**config.mk**
```make
export PLATFORM = sky130hd
export DESIGN_NAME = xdrive_angle_remap
export DESIGN_NICKNAME = d
export VERILOG_FILES = /design/src/xdar_pkg.sv /design/src/xdar_angle.sv /design/src/xdar_trig.sv /design/src/xdar_div.sv /design/src/xdrive_angle_remap.sv
export SDC_FILE = /design/constraint.sdc
export NUM_CORES = 1
export LEC_CHECK = 0
export ABC_AREA = 0
export CORE_MARGIN = 10
export CORE_UTILIZATION = 58
export CTS_CLUSTER_SIZE = 25
export DETAILED_ROUTE_END_ITERATION = 12
export DONT_BUFFER_PORTS = 1
export PLACE_DENSITY = 0.76
export SLEW_MARGIN = 20
export SYNTH_ARGS = -nofsm -noshare
export SYNTH_HDL_FRONTEND = slang
export SYNTH_SLANG_ARGS = --single-unit
```
**constraint.sdc**
```tcl
create_clock -name clk -period 4.8 [get_ports clk]
set_input_delay 0.96 -clock clk [delete_from_list [all_inputs] [get_ports clk]]
set_output_delay 0.96 -clock clk [all_outputs]
set_load 0.005 [all_outputs]
```
**src/xdar_pkg.sv**
```systemverilog
package xdar_pkg;

    // Default fraction bits of the sine table
    localparam int TRIG_FRAC_BITS_DEF = 15;

    // Angle constants in whole degrees
    localparam int SHIFT_DEG = 45;
    localparam int QUARTER   = 90;
    localparam int HALF_TURN = 180;
    localparam int FULL_TURN = 360;

    // Drive value width and quotient width (quotient magnitude stays below 256)
    localparam int DW = 9;
    localparam int QW = 8;

    // Table index width: entries 0..90
    localparam int IDXW = 7;

    // pi in Q30 and the Taylor series divisors (2n)(2n+1)
    localparam longint unsigned PI_Q30 = 64'd3373259426;
    localparam longint unsigned TAYLOR_DIV [8] = '{
        64'd6, 64'd20, 64'd42, 64'd72, 64'd110, 64'd156, 64'd210, 64'd272
    };

    // Angle stage result: table indexes and signs of the trig terms
    typedef struct packed {
        logic                 special;
        logic                 s_neg;
        logic                 c_neg;
        logic [IDXW-1:0]      sidx;
        logic [IDXW-1:0]      cidx;
        logic signed [DW-1:0] mag;
    } ang_t;

    // Trig stage side band
    typedef struct packed {
        logic                 special;
        logic                 s_neg;
        logic                 c_neg;
        logic signed [DW-1:0] mag;
    } trg_t;

    // Side band through the divider
    typedef struct packed {
        logic                 special;
        logic                 left_dom;
        logic                 right_dom;
        logic                 s_neg;
        logic                 c_neg;
        logic                 q_neg;
        logic signed [DW-1:0] mag;
    } side_t;

    // sin(k degrees), k in 0..90, unsigned with frac fraction bits, evaluated at elaboration
    function automatic longint unsigned sin_q(input int k, input int frac);
        longint unsigned x;
        longint unsigned x2;
        longint unsigned term;
        longint          sum;
        longint unsigned s;
        x    = (longint'(k) * PI_Q30) / 180;
        x2   = (x * x) >> 30;
        term = x;
        sum  = longint'(term);
        for (int n = 1; n <= 8; n++)
        begin
            term = ((term * x2) >> 30) / TAYLOR_DIV[n-1];
            if (n % 2 == 1)
            begin
                sum = sum - longint'(term);
            end
            else
            begin
                sum = sum + longint'(term);
            end
        end
        if (sum < 0)
        begin
            sum = 0;
        end
        s = longint'(sum);
        return ((s >> (29 - frac)) + 64'd1) >> 1;
    endfunction

endpackage

```
**src/xdar_angle.sv**
```systemverilog
module xdar_angle
    import xdar_pkg::*;
(
    input  logic                 clk,
    input  logic                 rst_n,
    input  logic                 in_valid,
    input  logic signed [DW-1:0] magnitude,
    input  logic signed [DW-1:0] heading_deg,
    output logic                 out_valid,
    output ang_t                 ang
);

    logic       valid_reg;
    ang_t       ang_reg;
    ang_t       ang_next;
    logic [9:0] shifted;
    logic [9:0] wrapped;
    logic [8:0] d;

    // Shift by 45 degrees, wrap negatives into 0..359
    always_comb
    begin
        shifted = {heading_deg[DW-1], heading_deg} + 10'(SHIFT_DEG);
        wrapped = shifted[9] ? (shifted + 10'(FULL_TURN)) : shifted;
        d       = wrapped[8:0];
    end

    // Quadrant folding onto the first-quadrant table
    always_comb
    begin
        ang_next.special = (shifted == 10'd0) || (shifted == 10'(HALF_TURN));
        ang_next.mag     = magnitude;
        if (d <= 9'(QUARTER))
        begin
            ang_next.sidx  = IDXW'(d);
            ang_next.cidx  = IDXW'(9'(QUARTER) - d);
            ang_next.s_neg = 1'b0;
            ang_next.c_neg = 1'b0;
        end
        else if (d <= 9'(HALF_TURN))
        begin
            ang_next.sidx  = IDXW'(9'(HALF_TURN) - d);
            ang_next.cidx  = IDXW'(d - 9'(QUARTER));
            ang_next.s_neg = 1'b0;
            ang_next.c_neg = 1'b1;
        end
        else if (d <= 9'(HALF_TURN + QUARTER))
        begin
            ang_next.sidx  = IDXW'(d - 9'(HALF_TURN));
            ang_next.cidx  = IDXW'(9'(HALF_TURN + QUARTER) - d);
            ang_next.s_neg = 1'b1;
            ang_next.c_neg = 1'b1;
        end
        else
        begin
            ang_next.sidx  = IDXW'(9'(FULL_TURN) - d);
            ang_next.cidx  = IDXW'(d - 9'(HALF_TURN + QUARTER));
            ang_next.s_neg = 1'b1;
            ang_next.c_neg = 1'b0;
        end
    end

    always_ff @(posedge clk or negedge rst_n)
    begin
        if (!rst_n)
        begin
            valid_reg <= 1'b0;
        end
        else
        begin
            valid_reg <= in_valid;
        end
    end

    always_ff @(posedge clk)
    begin
        ang_reg <= ang_next;
    end

    assign out_valid = valid_reg;
    assign ang       = ang_reg;

endmodule

```
**src/xdar_trig.sv**
```systemverilog
module xdar_trig
    import xdar_pkg::*;
#(
    parameter int TRIG_FRAC_BITS = TRIG_FRAC_BITS_DEF
)
(
    input  logic                    clk,
    input  logic                    rst_n,
    input  logic                    in_valid,
    input  ang_t                    ang,
    output logic                    out_valid,
    output trg_t                    trg,
    output logic [TRIG_FRAC_BITS:0] s_abs,
    output logic [TRIG_FRAC_BITS:0] c_abs
);

    localparam int TW = TRIG_FRAC_BITS + 1;

    logic [TW-1:0] sin_tab [0:QUARTER];
    logic          valid_reg;
    trg_t          trg_reg;
    logic [TW-1:0] s_abs_reg;
    logic [TW-1:0] c_abs_reg;

    // Constant quarter-wave sine table
    for (genvar k = 0; k <= QUARTER; k++)
    begin : g_tab
        assign sin_tab[k] = TW'(sin_q(k, TRIG_FRAC_BITS));
    end

    always_ff @(posedge clk or negedge rst_n)
    begin
        if (!rst_n)
        begin
            valid_reg <= 1'b0;
        end
        else
        begin
            valid_reg <= in_valid;
        end
    end

    // Two table reads, side band follows
    always_ff @(posedge clk)
    begin
        s_abs_reg       <= sin_tab[ang.sidx];
        c_abs_reg       <= sin_tab[ang.cidx];
        trg_reg.special <= ang.special;
        trg_reg.s_neg   <= ang.s_neg;
        trg_reg.c_neg   <= ang.c_neg;
        trg_reg.mag     <= ang.mag;
    end

    assign out_valid = valid_reg;
    assign trg       = trg_reg;
    assign s_abs     = s_abs_reg;
    assign c_abs     = c_abs_reg;

endmodule

```
**src/xdar_div.sv**
```systemverilog
module xdar_div
    import xdar_pkg::*;
#(
    parameter int TRIG_FRAC_BITS = TRIG_FRAC_BITS_DEF
)
(
    input  logic                    clk,
    input  logic                    rst_n,
    input  logic                    in_valid,
    input  side_t                   side_in,
    input  logic [DW-1:0]           r_abs,
    input  logic [TRIG_FRAC_BITS:0] own,
    input  logic [TRIG_FRAC_BITS:0] other,
    output logic                    out_valid,
    output side_t                   side_out,
    output logic [QW-1:0]           quot
);

    localparam int TW = TRIG_FRAC_BITS + 1;
    localparam int PW = TW + DW;

    logic          valid_reg [0:QW];
    side_t         side_reg  [0:QW];
    logic [PW-1:0] rem_reg   [0:QW];
    logic [TW-1:0] den_reg   [0:QW];
    logic [QW-1:0] quo_reg   [0:QW];

    // Product stage: |r| * |own term|
    always_ff @(posedge clk or negedge rst_n)
    begin
        if (!rst_n)
        begin
            valid_reg[0] <= 1'b0;
        end
        else
        begin
            valid_reg[0] <= in_valid;
        end
    end

    always_ff @(posedge clk)
    begin
        rem_reg[0]  <= PW'(r_abs) * PW'(own);
        den_reg[0]  <= other;
        side_reg[0] <= side_in;
        quo_reg[0]  <= '0;
    end

    // Restoring division, one quotient bit per stage, MSB first
    for (genvar i = 0; i < QW; i++)
    begin : g_step
        logic [PW-1:0] den_shift;
        logic [PW:0]   trial;
        logic          fits;
        logic [PW-1:0] rem_next;

        assign den_shift = PW'(den_reg[i]) << (QW - 1 - i);
        assign trial     = {1'b0, rem_reg[i]} - {1'b0, den_shift};
        assign fits      = !trial[PW];
        assign rem_next  = fits ? trial[PW-1:0] : rem_reg[i];

        always_ff @(posedge clk or negedge rst_n)
        begin
            if (!rst_n)
            begin
                valid_reg[i+1] <= 1'b0;
            end
            else
            begin
                valid_reg[i+1] <= valid_reg[i];
            end
        end

        always_ff @(posedge clk)
        begin
            rem_reg[i+1]  <= rem_next;
            den_reg[i+1]  <= den_reg[i];
            side_reg[i+1] <= side_reg[i];
            quo_reg[i+1]  <= {quo_reg[i][QW-2:0], fits};
        end
    end

    assign out_valid = valid_reg[QW];
    assign side_out  = side_reg[QW];
    assign quot      = quo_reg[QW];

endmodule

```
**src/xdrive_angle_remap.sv**
```systemverilog
// X-drive wheel-pair mixer: heading + 45 deg, sine/cosine table, one shared divider.
// Pipeline from the accepted command to the done strobe: angle fold, table read,
// term select, product, 8 divider stages, output.
// Throughput: one command per cycle; busy is always low, the pipeline never stalls
// and the receiver takes each result in the single cycle that done is high.
// Reset: rst_n (async, active low) clears all valid bits; no result is in flight.
module xdrive_angle_remap
    import xdar_pkg::*;
#(
    parameter int TRIG_FRAC_BITS = TRIG_FRAC_BITS_DEF
)
(
    input  logic                 clk,
    input  logic                 rst_n,
    input  logic                 start,
    output logic                 busy,
    input  logic signed [DW-1:0] magnitude,
    input  logic signed [DW-1:0] heading_deg,
    output logic                 done,
    output logic signed [DW-1:0] left_drive,
    output logic signed [DW-1:0] right_drive
);

    localparam int TW = TRIG_FRAC_BITS + 1;

    logic          ang_valid;
    ang_t          ang;
    logic          trg_valid;
    trg_t          trg;
    logic [TW-1:0] s_abs;
    logic [TW-1:0] c_abs;

    logic          sel_valid_reg;
    side_t         sel_side_reg;
    side_t         sel_side_next;
    logic [DW-1:0] r_abs_reg;
    logic [TW-1:0] own_reg;
    logic [TW-1:0] other_reg;

    logic          div_valid;
    side_t         div_side;
    logic [QW-1:0] quot;

    logic          done_reg;
    logic [DW-1:0] left_reg;
    logic [DW-1:0] right_reg;
    logic [DW-1:0] left_next;
    logic [DW-1:0] right_next;
    logic [DW-1:0] q_val;

    // Negate on request, saturating +256 to +255
    function automatic logic [DW-1:0] apply_sign(input logic [DW-1:0] r, input logic neg);
        logic [DW:0] wide;
        wide = neg ? (~{r[DW-1], r} + 1'b1) : {r[DW-1], r};
        if (wide == (DW+1)'(1 << (DW-1)))
        begin
            return {1'b0, {(DW-1){1'b1}}};
        end
        return wide[DW-1:0];
    endfunction

    assign busy = 1'b0;

    xdar_angle u_angle
    (
        .clk         (clk),
        .rst_n       (rst_n),
        .in_valid    (start && !busy),
        .magnitude   (magnitude),
        .heading_deg (heading_deg),
        .out_valid   (ang_valid),
        .ang         (ang)
    );

    xdar_trig #(
        .TRIG_FRAC_BITS (TRIG_FRAC_BITS)
    ) u_trig
    (
        .clk       (clk),
        .rst_n     (rst_n),
        .in_valid  (ang_valid),
        .ang       (ang),
        .out_valid (trg_valid),
        .trg       (trg),
        .s_abs     (s_abs),
        .c_abs     (c_abs)
    );

    // Dominance compare, pick the dominated side's terms for the divider
    always_comb
    begin
        sel_side_next.special   = trg.special;
        sel_side_next.left_dom  = (c_abs >= s_abs);
        sel_side_next.right_dom = (s_abs >= c_abs);
        sel_side_next.s_neg     = trg.s_neg;
        sel_side_next.c_neg     = trg.c_neg;
        sel_side_next.mag       = trg.mag;
        // left dominant means right is divided: own term is sine
        sel_side_next.q_neg     = trg.mag[DW-1] ^ (sel_side_next.left_dom ? trg.s_neg
                                                                           : trg.c_neg);
    end

    always_ff @(posedge clk or negedge rst_n)
    begin
        if (!rst_n)
        begin
            sel_valid_reg <= 1'b0;
        end
        else
        begin
            sel_valid_reg <= trg_valid;
        end
    end

    always_ff @(posedge clk)
    begin
        sel_side_reg <= sel_side_next;
        r_abs_reg    <= trg.mag[DW-1] ? (~trg.mag + 1'b1) : trg.mag;
        own_reg      <= sel_side_next.left_dom ? s_abs : c_abs;
        other_reg    <= sel_side_next.left_dom ? c_abs : s_abs;
    end

    xdar_div #(
        .TRIG_FRAC_BITS (TRIG_FRAC_BITS)
    ) u_div
    (
        .clk       (clk),
        .rst_n     (rst_n),
        .in_valid  (sel_valid_reg),
        .side_in   (sel_side_reg),
        .r_abs     (r_abs_reg),
        .own       (own_reg),
        .other     (other_reg),
        .out_valid (div_valid),
        .side_out  (div_side),
        .quot      (quot)
    );

    // Output compose: magnitude on both sides, dominant sign, or signed quotient
    always_comb
    begin
        q_val = div_side.q_neg ? (~{1'b0, quot} + 1'b1) : {1'b0, quot};
        if (div_side.special)
        begin
            left_next  = div_side.mag;
            right_next = div_side.mag;
        end
        else
        begin
            left_next  = div_side.left_dom ? apply_sign(div_side.mag, div_side.c_neg) : q_val;
            right_next = div_side.right_dom ? apply_sign(div_side.mag, div_side.s_neg) : q_val;
        end
    end

    always_ff @(posedge clk or negedge rst_n)
    begin
        if (!rst_n)
        begin
            done_reg <= 1'b0;
        end
        else
        begin
            done_reg <= div_valid;
        end
    end

    always_ff @(posedge clk)
    begin
        left_reg  <= left_next;
        right_reg <= right_next;
    end

    assign done        = done_reg;
    assign left_drive  = left_reg;
    assign right_drive = right_reg;

endmodule

```
After elaboration in Yosys (flattened, before gate mapping)
Memory sizes are Yosys's and may differ from the RTL's. A register that Yosys moved wholly into a read port is not among the register bits.
Cells that the tools add are included.

storage, ports and cells
  register bits = 125
  RAM bits = 576
  bits in read-only memories = 4096
  bits of input ports = 21
  memories kept = 6

memory list
  memory            words  width  rd ports  clocked after Yosys merged registers in  wr ports  line             text
  (name not given)  128    16     1         1                                        0         xdar_trig.sv:46  s_abs_reg <= sin_tab[ang.sidx];
  (name not given)  128    16     1         1                                        0         xdar_trig.sv:47  c_abs_reg <= sin_tab[ang.cidx];
  u_div.rem_reg     9      25     8         0                                        9         xdar_div.sv:24   logic [PW-1:0] rem_reg [0:QW];
  u_div.den_reg     9      16     8         0                                        9         xdar_div.sv:25   logic [TW-1:0] den_reg [0:QW];
  u_div.side_reg    9      15     9         0                                        9         xdar_div.sv:23   side_t side_reg [0:QW];
  u_div.quo_reg     9      8      9         0                                        9         xdar_div.sv:26   logic [QW-1:0] quo_reg [0:QW];

operators by class
  add/subtract/negate cells = 20
  $mul = 1
  magnitude comparators = 5
  eq/ne operators = 3
  multiplexer cells = 31
  bitwise operators = 6
  reduce and logical (&&, ||, !) cells = 11

operators by type and width
  kind                                                                     count
  25-bit two-way mux                                                       8
  9-bit two-way mux                                                        10
  16-bit >= comparator                                                     2
  16-bit two-way mux                                                       2
  15-bit two-way mux                                                       2
  25-bit by 16-bit subtractor with 26-bit output                           1
  25-bit by 17-bit subtractor with 26-bit output                           1
  25-bit by 18-bit subtractor with 26-bit output                           1
  25-bit by 19-bit subtractor with 26-bit output                           1
  25-bit by 20-bit subtractor with 26-bit output                           1
  25-bit by 21-bit subtractor with 26-bit output                           1
  25-bit by 22-bit subtractor with 26-bit output                           1
  25-bit by 23-bit subtractor with 26-bit output                           1
  9-bit by 16-bit multiplier with 25-bit output                            1
  10-bit by 9-bit equality test with 1-bit output (second input constant)  2
  10-bit two-way mux                                                       2
  9-bit by 1-bit adder with 9-bit output (second input constant)           2
  7-bit inverter with 8-bit output                                         2
  14-bit two-way mux                                                       1
  7-bit subtractor (first input constant)                                  2
  10-bit by 1-bit adder with 10-bit output (second input constant)         1
  9-bit by 7-bit adder with 10-bit output (second input constant)          1
  10-bit by 8-bit equality test with 1-bit output (second input constant)  1
  10-bit logical NOT                                                       1
  other kinds (18)                                                         29

Logic depth before layout (Yosys ltp)
Gate-level depths: netlist of run 1.
An unclocked memory read counts as a cell.

  depth in word-level cells = 10
  gate-level depth with buffers = 21
  gate-level depth less buffers = 20

Hierarchy
From an unflattened synthesis of run 1, not the netlist that was laid out.

unflattened totals
  cell total of the unflattened synthesis = 3509
  area, all modules = 33349.5 um2

modules (own cells, without submodules)
  module              times used  cells each  area each (um2)  seq. area each (um2)
  xdar_div            1           2293        23095.9          10214.8
  xdar_trig           1           622         4790.8           905.9
  xdrive_angle_remap  1           362         3473.3           1511.4
  xdar_angle          1           232         1989.4           525.5

Least setup slack after synthesis of run 1
OpenSTA, ideal clock, no wires.

  path type = reg2reg
  from = register r_abs_reg[2]
  to = memory u_div.rem_reg[0][19] (netlist bit)
  setup time = 0.072 ns
  data arrival time = 4.693 ns
  path slack = 0.034 ns
  cell stages (with the launch flop) = 20
  path buffers = 1
  period minus slack after synthesis = 4.766 ns
  cell sequence = dfxtp_1 > clkbuf_1 > nand2_1 > fa_1 > inv_1 > fa_1 > fa_1 > inv_1 > fa_1 > inv_1 > ha_1 > o21ai_0 > nand2b_1 > and3_1 > and2_1 > o31ai_1 > a211oi_1 > a21o_1 > a21oi_1 > xnor2_1

RTL lines
  item                    line                       text
  from (decl)             xdrive_angle_remap.sv:36   logic [DW-1:0] r_abs_reg;
  from (signal assigned)  xdrive_angle_remap.sv:118  r_abs_reg <= trg.mag[DW-1] ? (~trg.mag + 1'b1) : trg.mag;
  to (decl)               xdar_div.sv:24

==> metrics.csv, run 1 <==
stage;metric;value;unit
outcome;status;completed;
clock_network;clk_tree_root_cell;clkbuf_16;
place;dpl_cells;4173;
worst_setup_path;worst-path-max-fanout;7;
floorplan;ioPinCount;41;
floorplan;rows;86;
timing;grt_setup_unrepaired;yes;
logic_synthesis;synth.area.mux_share;0.0257;
timing;setup_viol;0;
logic_synthesis;fraction_of_the_mapped_netlist_area_in_simple_logic_gates;0.139;
drt;dr_total_vias;24000;
drt;routed_wirelength;69400;um
logic_synthesis;synth_area_leader_cell;dfxtp_1;
clock_network;clk_sink_count;654;
logic_synthesis;synth.top_cell.area_share;0.400;
floorplan;coreArea;55000;um2
logic_synthesis;synth_seq_area_share;0.410;
clock_network;clkLatencyLatePin;0.61;ns
logic_synthesis;synth_compound_gate_area_share;0.167;
clock_network;tritoncts.num_buffers;67;
finish;largest_reg_flops;200;
logic_synthesis;post_synth_instance_area;32100;um2
job;cap_viol_max_count;0;
floorplan;start_util;0.583;
place;gpl.final_weighted_congestion;0.944;
logic_synthesis;asyncSetResetFlopFracSynth;0.0199;
clock_network;cts_tree;done;
global_routing;pin_count_of_the_biggest_net_entering_global_routing;70;
floorplan;die-area;65100;um2
worst_setup_path;critical_path.cell_chain;and2_4 -> fa_1 -> fa_1 -> fa_1 -> inv_1 -> fa_1 -> inv_1 -> ha_1 -> o21ai_1 -> nand2b_1 -> and3_1 -> and2_4 -> o31ai_2 -> buf_4 -> a211o_1 -> o21ai_1 -> a31oi_1 -> xnor2_1;
clock_network;h-tree-depth;3;
finish;post-route-util;0.646;
drt;dr.pass1.iters;7;
finish;num-nets-final;3855;
finish;diodes;0;
global_routing;vias_in_the_first_global_route;23600;
logic_synthesis;synthFlopType;dfxtp_1;
global_routing;grt_antenna_before_repair;0;
clock_network;ctsLongestPathBuffers;3;
timing;worst_slew_pin_slew;0.970;ns
timing;hold_viol_final;0;
drt;remaining_drc_errors;0;
worst_setup_path;timing.critical_path.arrival;5.20;ns
timing;hold_ws;0.0482;ns
global_routing;first_pass_grt_wire_length;115000;um
drt;route.detailed.wl_per_inst;16.2;um
timing;fmax;0.214;GHz
worst_setup_path;critPathRequiredTime;5.33;ns
logic_synthesis;postSynthNetCount;3853;
finish;share_of_cells_above_drive_strength_1;0.0893;
finish;post_route_cell_area;35500;um2
logic_synthesis;main_combinational_cell_family_by_area_after_synthesis;compound AO/OA/AOI/OAI gates;
clock_network;cts.reportedPaths.clkPinSlew;0.06;ns
worst_setup_path;worstSetupEndpointType;flop;
worst_setup_path;worst_path_max_delay_cell;fa_1;
logic_synthesis;synth_cell_types;95;
worst_setup_path;critical_path.max_stage_delay;0.59;ns
logic_synthesis;synth.top_cells.by_area;dfxtp_1 (40%), ha_1 (9.0%), fa_1 (6.6%);
drt;via_per_inst;5.59;
place;dpl_cell_area;33000;um2
finish;layoutNonFillerInstCount;4296;
drt;drt.antenna.violating_nets;0;
worst_hold_path;hp-class;input pin to async pin;
worst_setup_path;criticalPathCategory;flop to flop;
floorplan;floorplan.die.height;255;um
logic_synthesis;xor_and_xnor_area_share_after_synthesis;0.0418;
global_routing;grt.total_usage;0.214;
timing;timing.final.crit_share;0.974;
logic_synthesis;synth_edf_count;0;
logic_synthesis;synth-seq-cells;654;
global_routing;grt.overflow.total;0;
worst_setup_path;critPathLaunchType;flop;
worst_setup_path;path_common_cell;fa_1;
logic_synthesis;syn-instance-count;3495;
floorplan;die_width;255;um
drt;drtIter0Drc;2184;
finish;final.fill_count;4346;
logic_synthesis;synth-warning-count;0;
logic_synthesis;synth_adder_area_share;0.156;
timing;final_period_minus_worst_setup_slack;4.67;ns
place;place_hpwl;48500;um
timing;maxSlewViolCount;0;
place;numPortBuffers;0;
timing;fin_worst_skew;0.0194;ns
logic_synthesis;synth_area_per_cell;9.18;um2
finish;syn2layout_area_growth;10.7;%
timing;max-slew-margin-rel;0.353;
==> worst paths after layout <==
check,start,endpoint,slack (ns),depth (start not counted)
min in group clk,other_reg[11]$_DFF_P_,u_div.den_reg[0][11]$_DFF_P_,0.31,0
max in group asynchronous,rst_n,u_div.valid_reg[3]$_DFF_PN0_,4.68,0
hold reg to reg,other_reg[11]$_DFF_P_,u_div.den_reg[0][11]$_DFF_P_,0.31,0
hold / removal,rst_n,u_angle.out_valid$_DFF_PN0_,0.05,0
setup / recovery,own_reg[6]$_DFF_P_,u_div.rem_reg[0][21]$_DFF_P_,0.13,18
setup reg to reg,own_reg[6]$_DFF_P_,u_div.rem_reg[0][21]$_DFF_P_,0.13,18
==> metal layers <==
| layer | vias up | wire (um) | GRT usage |
|---|---|---|---|
| met2 | 773 | 33800 | 0.367 |
| met5 | - | 0 | 0 |
| met1 | 11200 | 29100 | 0.263 |
| li1 | 11900 | - | - |
| met3 | 177 | 3680 | 0.0281 |
| met4 | 0 | 2840 | 0.103 |
==> critical path: cells and delay by family (launching register included) <==
family                     cells  cell delay [ns]
and+or+nand+nor                4             0.61
adders and majority gates      5             2.43
AOI/OAI and AO/OA              5             0.77
xor gates and xnor gates       1             0.16
DFF                            1             0.37
buffers and inverters          3             0.26
==> synth_stat cells, types with 16 or more instances <==
cell type,n
a211oi_1,43
a21boi_0,16
a21o_1,32
a21oi_1,232
a31oi_1,24
and2_1,93
and3_1,16
buf_1,22
clkbuf_1,109
dfxtp_1,641
fa_1,106
ha_1,231
inv_1,355
mux2_2,45
mux2i_1,16
nand2_1,306
nand2b_1,52
nand3_1,49
nor2_1,223
nor2b_1,34
nor3_1,63
o211ai_1,32
o21a_1,20
o21ai_0,234
o22a_1,25
o31ai_1,29
or2_2,16
or3_1,18
xnor2_1,88
xor2_1,65
==> placed cells by master, fill, tap and decap left out, types with 60 or more instances in the layout <==
cell type  netlist  routed
dfxtp_1        641     623
inv_1          355     355
nand2_1        306     306
a21oi_1        232     231
ha_1           231     230
o21ai_0        234     229
nor2_1         223     223
fa_1           106     106
and2_1          93      90
xnor2_1         88      88
buf_4            4      74
clkbuf_16        0      68
xor2_1          65      65
nor3_1          63      60
==> stage by stage <==
step / TNS, ns / setup slack (ns)
floorplan: 0 / 0.0343
global placement: 0 / 0.0195
detailed placement: -0.130 / -0.113
CTS: 0 / 0.00592
global route: -0.0879 / -0.0289
finish: 0 / 0.126
==> area by class of cell <==
cell class                      count  area [um2]  share of cell area
Multi-Input combinational cell   2336       17100               0.481
Clock buffer                       91        1900              0.0535
Inverter                          360        1350              0.0381
Tap cell                          748         936              0.0264
Timing Repair Buffer               78         601              0.0169
Clock inverter                     29         435              0.0123
Sequential cell                   654       13200               0.372
==> cell families after synthesis <==
kind of cell | Yosys count
adders and majority gates | 337
muxes | 71
and+or+nand+nor | 932
DFF | 654
other | 1
xor gates and xnor gates | 153
AOI/OAI and AO/OA | 842
buffers and inverters | 505
==> repair_timing <==
action | CTS | global route
pin swaps | 0 | 10
setup buffers | 0 | 3
gates resized for setup | 10 | 38
endpoints found under the setup margin | 7 | 7
hold buffers | 0 | 0
Power of run 1 is not shown: default switching activity piles up to over one toggle a cycle in this logic, so the estimate is an artifact.
==> run 2, diff against run 1 <==
--- a/config.mk
+++ b/config.mk
@@ -6,6 +6,7 @@
 export NUM_CORES = 1
 export LEC_CHECK = 0
 export ABC_AREA = 0
+export CORE_ASPECT_RATIO = 1.2
 export CORE_MARGIN = 10
 export CORE_UTILIZATION = 58
 export CTS_CLUSTER_SIZE = 25
==> run 2 against run 1 <==
  * Cell count is 1.1% lower
  * Highest routed layer unchanged
  * Core utilization is 0.22 points lower
  * Sequential cell count stayed put
  * First-iteration DRC count is 19% lower
  * Worst setup slack worse by 0.044 ns
  * Routed wire length is 0.27% lower
==> metrics.csv, run 2 (synthesis gave the netlist of run 1 again) <==
stage;metric;value;unit;change
clock_network;clk_sink_count;654;;unchanged
drt;drt.antenna.violating_nets;0;;unchanged
timing;setup_viol;0;;unchanged
finish;post-route-util;0.644;;was 0.646
worst_setup_path;path_delay_family;adder cells;;unchanged
worst_setup_path;worst-path-max-fanout;5;;was 7
global_routing;pin_count_of_the_biggest_net_entering_global_routing;69;;was 70
finish;diodes;0;;unchanged
drt;routed_wirelength;69200;um;was 69400 um
worst_hold_path;hp-class;flop to flop;;was input pin to async pin
clock_network;cts_tree;done;;unchanged
worst_setup_path;path_common_cell;fa_1;;unchanged
floorplan;rows;94;;was 86
worst_setup_path;timing.critical_path.arrival;5.23;ns;was 5.20 ns
place;place_hpwl;49400;um;was 48500 um
timing;hold_viol_final;0;;unchanged
timing;maxSlewViolCount;0;;unchanged
drt;remaining_drc_errors;0;;unchanged
drt;dr.pass1.iters;7;;unchanged
drt;via_per_inst;5.65;;was 5.59
finish;layout.cells.most_common;dfxtp_1;;unchanged
drt;drtIter0Drc;1768;;was 2184
clock_network;ctsLongestPathBuffers;3;;unchanged
clock_network;cts.reportedPaths.clkPinSlew;0.07;ns;was 0.06 ns
floorplan;ioPinCount;41;;unchanged
finish;largest_reg_flops;200;;unchanged
worst_setup_path;critical_path.max_stage_delay;0.56;ns;was 0.59 ns
worst_setup_path;critPathRequiredTime;5.31;ns;was 5.33 ns
worst_setup_path;timing.critical_path.buf_inv;4;;was 3
clock_network;tritoncts.num_buffers;60;;was 67
worst_setup_path;worst_path_max_delay_cell;fa_2;;was fa_1
global_routing;grt_antenna_before_repair;0;;unchanged
place;gpl.final_weighted_congestion;0.961;;was 0.944
timing;hold_ws;0.311;ns;was 0.0482 ns
timing;timing.final.crit_share;0.983;;was 0.974
global_routing;grt.overflow.total;0;;unchanged
worst_setup_path;critPathLaunchType;flop;;unchanged
floorplan;floorplan.die.height;278;um;was 255 um
timing;max-slew-margin-rel;0.296;;was 0.353
timing;final_period_minus_worst_setup_slack;4.72;ns;was 4.67 ns
drt;route.detailed.wl_per_inst;16.3;um;was 16.2 um
floorplan;die-area;65200;um2;was 65100 um2
clock_network;h-tree-depth;2;;was 3
global_routing;grt.total_usage;0.204;;was 0.214
floorplan;die_width;235;um;was 255 um
floorplan;start_util;0.585;;was 0.583
worst_setup_path;critical_path.cell_chain;buf_4 -> and2_1 -> fa_2 -> inv_1 -> fa_1 -> fa_1 -> fa_1 -> inv_1 -> ha_4 -> o21ai_1 -> o21ai_1 -> and2_4 -> o31ai_2 -> buf_4 -> a211oi_4 -> a211oi_2 -> o21a_1 -> xnor2_2;;was and2_4 -> fa_1 -> fa_1 -> fa_1 -> inv_1 -> fa_1 -> inv_1 -> ha_1 -> o21ai_1 -> nand2b_1 -> and3_1 -> and2_4 -> o31ai_2 -> buf_4 -> a211o_1 -> o21ai_1 -> a31oi_1 -> xnor2_1
timing;worst_slew_pin_slew;1.05;ns;was 0.970 ns
global_routing;vias_in_the_first_global_route;23200;;was 23.6k
finish;share_of_cells_above_drive_strength_1;0.0833;;was 0.0893
floorplan;coreArea;54800;um2;was 55000 um2
outcome;status;completed;;unchanged
job;cap_viol_max_count;0;;unchanged
worst_setup_path;worstSetupEndpointType;flop;;unchanged
finish;syn2layout_area_growth;9.95;%;was 10.7%
clock_network;clk_tree_root_cell;clkbuf_16;;unchanged
clock_network;clkLatencyLatePin;0.66;ns;was 0.61 ns
timing;grt_setup_unrepaired;yes;;unchanged
timing;fmax;0.212;GHz;was 0.214 GHz
timing;fin_worst_skew;0.0577;ns;was 0.0194 ns
finish;final.fill_count;4429;;was 4346
finish;layout.cells.most_common_list;dfxtp_1 (625), inv_1 (355), nand2_1 (305);;was dfxtp_1 (623), inv_1 (355), nand2_1 (306)
finish;num-nets-final;3838;;was 3855
worst_setup_path;criticalPathCategory;flop to flop;;unchanged
place;numPortBuffers;0;;unchanged
drt;dr_total_vias;24000;;about the same
global_routing;first_pass_grt_wire_length;113000;um;was 115000 um
run 2: per-stage QoR:
step	instance area, um2	std cells	setup TNS (ns)	setup WS, ns
after floorplan	32100	3495	0	0.0343
after global placement	32900	4137	0	0.000711
after detailed placement	32900	4137	-0.0564	-0.0564
after CTS	35200	4250	0	0.00340
after global routing	35300	4250	-0.176	-0.0966
final	35300	4250	0	0.0822
run 2: final timing paths:
kind / from / endpoint / slack, ns / cells past startpoint
max: own_reg[3]$_DFF_P_ / u_div.rem_reg[0][23]$_DFF_P_ / 0.08 / 18
min: u_div.side_reg[0][49]$_DFF_P_ / u_div.side_reg[0][64]$_DFF_P_ / 0.31 / 0
max reg2reg: own_reg[3]$_DFF_P_ / u_div.rem_reg[0][23]$_DFF_P_ / 0.08 / 18
min reg2reg: u_div.side_reg[0][49]$_DFF_P_ / u_div.side_reg[0][64]$_DFF_P_ / 0.31 / 0
max in group asynchronous: rst_n / done$_DFF_PN0_ / 3.72 / 1
min in group asynchronous: rst_n / u_angle.out_valid$_DFF_PN0_ / 0.72 / 1
run 2: what timing repair did:
item / CTS / global route
setup endpoints to repair: 3 / 8
pin swaps: 1 / 12
resized for setup: 5 / 35
buffers inserted: 0 / 0
endpoints found under the hold margin: 13 / 0
hold buffers: 1 / 0
run 2: cell type report:
class	instances	area, um2	area share
clock buffer	78	1650	0.0468
clock inverter	34	574	0.0163
inverter	360	1350	0.0383
multi-input combinational	2336	17100	0.485
sequential	654	13200	0.374
tap	720	901	0.0255
timing repair buffer	68	517	0.0146
run 2: routing by layer:
metal	GRT usage	routed length (um)	vias to the layer above
li1	-	-	11900
met1	0.225	26500	11200
met2	0.368	35300	738
met3	0.0272	3280	179
met4	0.118	4100	0
met5	0	0	-
Power of run 2 is left out for the same reason.
==> run 3, diff against run 2 <==
--- a/config.mk
+++ b/config.mk
@@ -9,10 +9,11 @@
 export CORE_ASPECT_RATIO = 1.2
 export CORE_MARGIN = 10
 export CORE_UTILIZATION = 58
-export CTS_CLUSTER_SIZE = 25
 export DETAILED_ROUTE_END_ITERATION = 12
 export DONT_BUFFER_PORTS = 1
+export MAX_ROUTING_LAYER = met4
 export PLACE_DENSITY = 0.76
+export REMOVE_ABC_BUFFERS = 1
 export SLEW_MARGIN = 20
 export SYNTH_ARGS = -nofsm -noshare
 export SYNTH_HDL_FRONTEND = slang
==> run 3 against run 2 <==
  * Global-route usage increased by 0.91 points
  * First-iteration DRC count up 25%
  * Hold slack better by 0.011 ns
  * Non-clock buffer count rose by 11
  * Critical path depth rose by 1
  * Cell count up 0.19%
  * Clock skew down 0.022 ns
  * Routed wire length hardly changed
  * Highest routed layer unchanged
==> metrics.csv, run 3 (synthesis gave the netlist of run 1 again) <==
stage;metric;value;unit;change
outcome;status;completed;;unchanged
worst_setup_path;critPathRequiredTime;5.31;ns;about the same
floorplan;ioPinCount;41;;unchanged
drt;drtIter0Drc;2209;;was 1768
floorplan;die-area;65200;um2;unchanged
drt;wl_met3;3220;um;was 3280 um
clock_network;clkLatencyLatePin;0.64;ns;was 0.66 ns
worst_hold_path;startpoint_of_the_worst_hold_path;u_div.rem_reg[0][2]$_DFF_P_;;was u_div.side_reg[0][49]$_DFF_P_
timing;hold_viol_final;0;;unchanged
clock_network;ctsLongestPathBuffers;3;;unchanged
finish;num-nets-final;3848;;was 3838
place;numPortBuffers;0;;unchanged
drt;via_per_inst;5.62;;was 5.65
worst_setup_path;worstSetupEndpointType;flop;;unchanged
clock_network;clk_sink_count;654;;unchanged
global_routing;first_pass_grt_wire_length;115000;um;was 113000 um
timing;fmax;0.215;GHz;was 0.212 GHz
floorplan;floorplan.die.height;278;um;unchanged
finish;share_of_cells_above_drive_strength_1;0.0871;;was 0.0833
drt;remaining_drc_errors;0;;unchanged
drt;dr.pass1.iters;6;;was 7
floorplan;rows;94;;unchanged
drt;top_layer_used;met4;;unchanged
global_routing;grt.overflow.total;0;;unchanged
worst_setup_path;worst-r2r-setup-slack;0.14;ns;was 0.08 ns
global_routing;grt.total_usage;0.213;;was 0.204
drt;dr_total_vias;23900;;was 24.0k
job;cap_viol_max_count;0;;unchanged
worst_hold_path;hp-class;flop to flop;;unchanged
timing;worst_slew_pin_slew;1.12;ns;was 1.05 ns
clock_network;cts.reportedPaths.clkPinSlew;0.07;ns;about the same
clock_network;clk_tree_root_cell;clkbuf_16;;unchanged
timing;fin_worst_skew;0.0361;ns;was 0.0577 ns
drt;routed_wire_length_on_met2;35400;um;was 35300 um
timing;timing.final.crit_share;0.970;;was 0.983
place;place_hpwl;50600;um;was 49400 um
place;gpl.final_weighted_congestion;0.951;;was 0.961
drt;drt.antenna.violating_nets;0;;unchanged
clock_network;tritoncts.num_buffers;59;;was 60
timing;max-slew-margin-rel;0.249;;was 0.296
global_routing;vias_in_the_first_global_route;23300;;was 23.2k
drt;routedLengthMet1;28100;um;was 26500 um
timing;final_period_minus_worst_setup_slack;4.66;ns;was 4.72 ns
finish;layoutNonFillerInstCount;4258;;was 4250
timing;grt_setup_unrepaired;yes;;unchanged
clock_network;cts_tree;done;;unchanged
finish;largest_reg_flops;200;;unchanged
drt;routed_wirelength;69200;um;about the same
worst_setup_path;r2r_cells;19;;was 18
worst_setup_path;crit-reg2reg-capture;u_div.rem_reg[0][24]$_DFF_P_;;was u_div.rem_reg[0][23]$_DFF_P_
finish;layout.cells.most_common;dfxtp_1;;unchanged
floorplan;die_width;235;um;unchanged
place;dpl_cells;4144;;was 4137
clock_network;h-tree-depth;2;;unchanged
floorplan;start_util;0.585;;unchanged
worst_setup_path;timing.critical_path.arrival;5.16;ns;was 5.23 ns
timing;maxSlewViolCount;0;;unchanged
worst_setup_path;criticalPathCategory;flop to flop;;unchanged
worst_setup_path;critPathLaunchType;flop;;unchanged
timing;setup_viol;0;;unchanged
finish;syn2layout_area_growth;9.74;%;was 9.95%
worst_setup_path;r2r-start;own_reg[2]$_DFF_P_;;was own_reg[3]$_DFF_P_
worst_hold_path;worst_hold_path.num_cells;0;;unchanged
finish;diodes;0;;unchanged
worst_hold_path;hold_ep;u_div.rem_reg[0][27]$_DFF_P_;;was u_div.side_reg[0][64]$_DFF_P_
floorplan;coreArea;54800;um2;unchanged
finish;layout.cells.most_common_list;dfxtp_1 (623), inv_1 (355), nand2_1 (306);;was dfxtp_1 (625), inv_1 (355), nand2_1 (305)
global_routing;grt_antenna_before_repair;0;;unchanged
drt;route.detailed.wl_per_inst;16.3;um;about the same
worst_setup_path;worst-path-max-fanout;6;;was 5
global_routing;pin_count_of_the_biggest_net_entering_global_routing;66;;was 69
[run 3: area by class of cell]
class                           count  area, um2
Clock buffer                       84       1710
Clock inverter                     25        334
Fill cell                        4503      19600
Inverter                          360       1350
Multi-Input combinational cell   2336      17100
Sequential cell                   654      13200
Tap cell                          720        901
Timing Repair Buffer               79        607
[run 3: worst max-delay path, cell delays in order, from the launching register on]
cell and delay, ns:
dfxtp_4 0.37, and2_1 0.17, fa_1 0.51, fa_1 0.54, fa_1 0.55, inv_1 0.05, fa_1 0.53, inv_1 0.04
ha_1 0.29, o21ai_1 0.06, nand2b_1 0.10, and3_4 0.20, o41ai_2 0.06, buf_4 0.15, a211oi_2 0.18, buf_4 0.16
nor3_4 0.04, o31ai_2 0.30, a21oi_2 0.09, xnor2_1 0.14
[run 3: how the worst max path moves through the flow]
| stage | start | endpoint | depth (start not counted) |
|---|---|---|---|
| finish | own_reg[2]$_DFF_P_ | u_div.rem_reg[0][24]$_DFF_P_ | 19 |
| global route | r_abs_reg[1]$_DFF_P_ | u_div.rem_reg[0][24]$_DFF_P_ | 21 |
| CTS | r_abs_reg[2]$_DFF_P_ | u_div.rem_reg[0][23]$_DFF_P_ | 20 |
| detailed placement | r_abs_reg[2]$_DFF_P_ | u_div.rem_reg[0][23]$_DFF_P_ | 19 |
| global placement | r_abs_reg[2]$_DFF_P_ | u_div.rem_reg[0][19]$_DFF_P_ | 19 |
| floorplan | u_div.den_reg[0][49]$_DFF_P_ | u_div.rem_reg[0][120]$_DFF_P_ | 11 |
[run 3: what timing repair did]
item / in CTS / in global routing
pin swaps: 1 / 14
hold buffers: 1 / 0
buffers inserted: 0 / 4
endpoints found under the setup margin: 5 / 7
gates resized for setup: 15 / 33
hold endpoints to repair: 13 / 0
[run 3: routing by layer]
metal / GRT usage / vias up
li1: - / 11900
met1: 0.242 / 11200
met2: 0.374 / 680
met3: 0.0268 / 160
met4: 0.0851 / 0
met5: - / -
[run 3: metrics by stage]
stage | setup WS, ns | utilization | cell area [um2] | TNS [ns] | hold slack (ns)
2_1_floorplan | 0.0370 | - | 31500 | 0 | 0.310
3_3_place_gp | -0.000974 | 0.602 | 33000 | -0.000974 | 0.310
3_5_place_dp | -0.137 | 0.602 | 33000 | -0.278 | 0.312
4_1_cts | 0.00347 | 0.640 | 35100 | 0 | 0.303
5_1_grt | -0.0662 | 0.642 | 35200 | -0.110 | 0.312
6_report | 0.142 | 0.642 | 35200 | 0 | 0.322
Power of run 3 is left out for the same reason.
